**src/sv/pbd_dc_div.sv**
```systemverilog
// Pipelined restoring divider: one quotient bit per stage. The quotient must
// fit in Q_W bits; a zero divisor gives a meaningless quotient.
module pbd_dc_div #(
   parameter int NUM_W = 40,
   parameter int DEN_W = 25,
   parameter int Q_W   = 17
) (
   input  logic             clock,
   input  logic             enable,
   input  logic [NUM_W-1:0] num,
   input  logic [DEN_W-1:0] den,
   output logic [Q_W-1:0]   quo
);

   logic [Q_W-1:0]   lo_ff [Q_W];
   logic [DEN_W-1:0] rem_ff [Q_W-1];
   logic [DEN_W-1:0] den_ff [Q_W-1];

   logic [Q_W-1:0]   src_lo [Q_W];
   logic [DEN_W-1:0] src_rem [Q_W];
   logic [DEN_W-1:0] src_den [Q_W];

   assign src_lo[0]  = num[Q_W-1:0];
   assign src_rem[0] = DEN_W'(num[NUM_W-1:Q_W]);
   assign src_den[0] = den;

   for (genvar k = 0; k < Q_W; k++) begin : g_stage
      logic [DEN_W:0] trial;
      logic           take;

      if (k > 0) begin : g_link
         assign src_lo[k]  = lo_ff[k-1];
         assign src_rem[k] = rem_ff[k-1];
         assign src_den[k] = den_ff[k-1];
      end

      // Shift in the next dividend bit and subtract where it fits.
      assign trial = {src_rem[k], src_lo[k][Q_W-1]};
      assign take  = trial >= {1'b0, src_den[k]};

      always_ff @(posedge clock) begin
         if (enable) begin
            lo_ff[k] <= {src_lo[k][Q_W-2:0], take};
         end
      end

      if (k < Q_W - 1) begin : g_rem
         always_ff @(posedge clock) begin
            if (enable) begin
               rem_ff[k] <= take ? DEN_W'(trial - {1'b0, src_den[k]}) : DEN_W'(trial);
               den_ff[k] <= src_den[k];
            end
         end
      end
   end

   assign quo = lo_ff[Q_W-1];

endmodule

```
**config.mk**
```make
export PLATFORM = sky130hd
export DESIGN_NAME = pbd_dc_div
export DESIGN_NICKNAME = d
export VERILOG_FILES = /design/src/sv/pbd_dc_div.sv
export SDC_FILE = /design/constraint.sdc
export NUM_CORES = 2
export LEC_CHECK = 0
export BUFFER_PORTS_ARGS = -buffer_cell sky130_fd_sc_hd__buf_4
export CORE_MARGIN = 1.5
export CORE_UTILIZATION = 55
export CTS_BUF_LIST = sky130_fd_sc_hd__clkbuf_2 sky130_fd_sc_hd__clkbuf_4 sky130_fd_sc_hd__clkbuf_8
export DETAILED_ROUTE_END_ITERATION = 8
export PLACE_DENSITY = 0.72
export SLEW_MARGIN = 20
export SYNTH_ARGS = -nofsm -noshare
export SYNTH_HDL_FRONTEND = slang
export SYNTH_SLANG_ARGS = --single-unit
```
**constraint.sdc**
```tcl
create_clock -name clock -period 10.1 [get_ports clock]
set_input_delay 2.525 -clock clock [delete_from_list [all_inputs] [get_ports clock]]
set_output_delay 2.525 -clock clock [all_outputs]
set_load 0.01 [all_outputs]
```
Yosys cells after proc, flatten, opt, wreduce, memory -nomap -nowiden
Memory sizes are Yosys's and may differ from the RTL's.
Index checks and enable logic that the tools add are counted.
- register bits: 0
- RAM bits: 1089
- input port bits: 67
- output and inout bits: 17
- logic and storage cells: 54
- memories kept: 3
- memory list (memory ; depth ; bits a word ; read ports ; clocked after memory_dff ; write ports ; RTL line ; text):
    den_ff ; 16 ; 25 ; 16 ; 0 ; 16 ; 17 ; logic [DEN_W-1:0] den_ff [Q_W-1];
    rem_ff ; 16 ; 25 ; 16 ; 0 ; 16 ; 16 ; logic [DEN_W-1:0] rem_ff [Q_W-1];
    lo_ff ; 17 ; 17 ; 17 ; 0 ; 17 ; 15 ; logic [Q_W-1:0] lo_ff [Q_W];
- add/subtract/negate cells: 16
- $lt $le $gt $ge: 17
- multiplexer cells: 18
- operators with widths (operator ; count):
    $ge A26 B25 Y1 ; 16
    $mux W25 ; 16
    $sub A25 B25 Y25 ; 15
    $ge A24 B25 Y1 ; 1
    $sub A24 B25 Y25 ; 1
    $mux W1 ; 2

Longest topological paths before layout
An unclocked memory read counts as a cell.
- word-level depth: 3
- mapped depth: 16
- gate-level depth less buffers: 14

Least setup slack after synthesis
OpenSTA, ideal clock, no wires.
- kind: in2reg
- from: input port den[5]
- to: memory rem_ff[0][19] (data pin)
- library setup time: 271 ps
- data arrival time: 5027 ps
- required time: 9829 ps
- slack: 4802 ps
- stages on the path: 14
- buffers on the path: 2
- path through: inv_1 > ha_1 > o21ai_0 > a2111oi_0 > o31ai_1 > a21oi_1 > o22ai_1 > o31ai_1 > o31ai_1 > a21o_1 > clkbuf_1 > clkbuf_1 > nand2_1 > o31ai_1
- RTL lines (element ; RTL line ; text):
    start, declared ; 11 ; input logic [DEN_W-1:0] den,
    end, declared ; 16 ;

==> results.md <==
- # fillers: 8072
- Critical Path Source Type: primary input
- Crit path kind: primary input to flop
- CTS tree: done
- Syn_nets: 5258
- Fin Setup TNS: 0 ps
- Clk sink count: about 1100
- M2 GR Usage: 0.407
- # DRC: 0
- Period minus WS final: ~5300 ps
- Hold Vio Cnt, Final: 0
- Met1 global-route usage: 0.215
- H-tree levels: 4
- Top FF cell, synth: edfxtp_1
- GR Util All Layers: 0.210
- RSZ-0062 raised after global routing: no
- Mapped Area: 57600 um2
- Synth Register Bits: ~1100
- Top area cells in the synthesized netlist: edfxtp_1, ha_1, mux2_2, inv_1, a21oi_1
- Worst min-delay path category: flop to flop
- Crit path required time: 10640 ps
- Vias in the first global route: 37013
- Crit path capture type: flop
- Slew @ Worst Pin: 1140 ps
- Post-synth cell types: 84
- Chip height: 327 um
- Vias: 36306
- First-pass GRT wire length: 181 mm
- Crit share post-route: 0.522
- Max stage delay cell, worst path: o31ai_1
- Crit path top cell by count: o31ai_1
- Initial antenna violation count: 1
- Post-Synthesis Cells: 4751
- Final ANT Viol Nets: 0
- GRT met3 Usage: 0.0337
- Crit-path max FO: 49
- Maxcap violations: 0
- Port Buf Inserts: 83
- Placer Congestion: 0.922
- Setup Fix Bufs, Post-CTS: 0
- Setup violators final: 0
- Worst skew pair latency: 840 ps
- Largest area contributor in the netlist: edfxtp_1
- Root buf cell: clkbuf_8
- Hold-fix buffers, CTS: 0
- # resized after CTS: 0
- Cells along the critical path: buf_4 -> inv_1 -> ha_1 -> o21ai_0 -> a2111oi_0 -> o31ai_1 -> a21oi_1 -> o22ai_1 -> o31ai_1 -> o31ai_1 -> a21o_1 -> buf_4 -> nand2_1 -> o31ai_1
- Avg WL per Cell: about 17 um
- GRT overflow: 0
- Clk_skew: 31.9 ps
- Crit path DAT: around 5800 ps
- Status: finished clean
- CTS Buf Count: around 180
- Mean Syn Cell Area: 12.1 um2
- DRT Pass-1 Iters: 5
- Reg-to-reg slack, setup: roughly 5000 ps
- Share of cells above drive strength 1: 0.122
- LEAKAGE: between 0.02 and 0.03 uW
- Maximum clock rate: around 190 MHz
- Synthesis warning total: 0
- Clock Pin Slew Worst Setup and Hold Paths: 50 ps
- Synth top area share: 0.568
- Iteration-0 DRC Markers: between 1500 and 2000
- Core ar.: between 100000 and 150000 um2
- Sequential area share after synthesis: 0.568
- Final #Nets: 5468
- Post-Route WL: 111 mm
- Area of the multi-input gates: 22500 um2
- IO Count: 84
- Worst vdd ir: 0.000149 V
- Cell Pwr Density: 299 nW/um2
- Gr busiest metal: met2
- Area Growth Syn to Fin: 10.4%
- Die width: 327 um
- Cell Rows: roughly 120
- Pin count of the biggest net entering global routing: 191
- DPL Wire Length: 81.9 mm
- Avg Vias per Cell: roughly 5.6
- Post-synth EDFFs: 1089
- Clk buf depth: 3
- Die area: between 100000 and 150000 um2
- CP peak stage delay: 580 ps
- Fin. max-slew vios: 0
- Post-synth top cells: edfxtp_1, inv_1, ha_1, a21oi_1, nand2_1
- Pwr Total: 19000 uW
- Initial Util: 0.556
- Most frequent cell after synthesis: edfxtp_1
- Ys async rst share: 0
- Max-slew headroom at the worst pin: 0.238
- FF/Latch Area: between 30000 and 40000 um2
## critical path: cells and delay by family
kind | cells | cell delay (ps)
compound gates | 9 | 2410
simple gates | 1 | 150
buf+inv | 3 | 390
fa+ha+maj | 1 | 350
## placed cells by master, fill, tap and decap left out, types with 12 or more instances in the layout
| cell | n |
|---|---|
| edfxtp_1 | 1089 |
| inv_1 | 541 |
| ha_1 | 424 |
| a21oi_1 | 369 |
| nand2_1 | 275 |
| o21ai_0 | 269 |
| nor2_1 | 245 |
| xnor2_1 | 206 |
| mux2_2 | 182 |
| clkbuf_8 | 182 |
| a21o_1 | 153 |
| xor2_1 | 127 |
| buf_4 | 104 |
| nand4_1 | 71 |
| nand3_1 | 63 |
| o21bai_1 | 63 |
| clkbuf_4 | 58 |
| nor2b_1 | 55 |
| clkinv_1 | 49 |
| nor3_1 | 46 |
| o21a_1 | 46 |
| nand2b_1 | 38 |
| a211oi_1 | 37 |
| a31oi_1 | 30 |
| and3_1 | 21 |
| o31ai_1 | 20 |
| o211ai_1 | 18 |
| or3_1 | 16 |
| fa_1 | 16 |
| clkinv_2 | 16 |
| and2_1 | 14 |
| a2111oi_0 | 14 |
| o22ai_1 | 12 |
## final timing paths
check | start | end | cells past startpoint
setup / recovery | den[5] | rem_ff[0][19] | 14
hold / removal | lo_ff[13][3] | lo_ff[14][4] | 0
setup reg to reg | lo_ff[11][16] | rem_ff[12][9] | 14
hold reg to reg | lo_ff[13][3] | lo_ff[14][4] | 0
## flip-flops by register name (all words and copies together) (netlist names)
| name | cells |
|---|---|
| rem_ff | 400 |
| lo_ff | 289 |
| den_ff | 400 |
## kinds of logic after synthesis
family / after synthesis / synth area share
AO/OA/AOI/OAI: 1159 / 0.127
flip-flops: 1089 / 0.568
AND/OR/NAND/NOR: 900 / 0.0742
buffers and inverters: 623 / 0.0415
adder cells (fa/ha/maj): 440 / 0.0977
XOR/XNOR: 333 / 0.0506
multiplexers: 207 / 0.0410
## where the power goes
group          switching, uW  internal [uW]  total (uW)  leakage (uW)
clock                   1740           2180        3920       0.00193
combinational           4330           3670        8000        0.0132
sequential               543           6520        7060        0.0106
total                   6610          12400       19000        0.0257
## metal layers
| layer | share of wire | vias to the layer above |
|---|---|---|
| met3 | 0.034 | 308 |
| met4 | 0.045 | 0 |
| li1 | - | 17941 |
| met1 | 0.38 | 17288 |
| met2 | 0.55 | 769 |
| met5 | 0 | - |
## per-stage QoR
| stage | setup WS [ps] | util | hold WS, ps | cells | area, um2 |
|---|---|---|---|---|---|
| detailed placement | 4150 | 0.578 | 405 | 6158 | 59900 |
| floorplan | 4800 | - | 400 | 4751 | 57600 |
| CTS | 5030 | 0.613 | 402 | 6487 | 63500 |
| global route | 4540 | 0.613 | 403 | 6488 | 63500 |
| finish | 4820 | 0.613 | 402 | 6488 | 63500 |
| global placement | 4220 | 0.578 | 401 | 6158 | 59900 |
## area by class of cell
class                           count  share of cell area
Tap cell                         1380              0.0272
Clock inverter                     89              0.0114
Clock buffer                      240              0.0463
Antenna cell                        1           0.0000394
Sequential cell                  1089               0.515
Multi-Input combinational cell   3039               0.355
Timing Repair Buffer              109              0.0138
Inverter                          541              0.0320
Note: power is estimated with default switching activity, not from simulation.
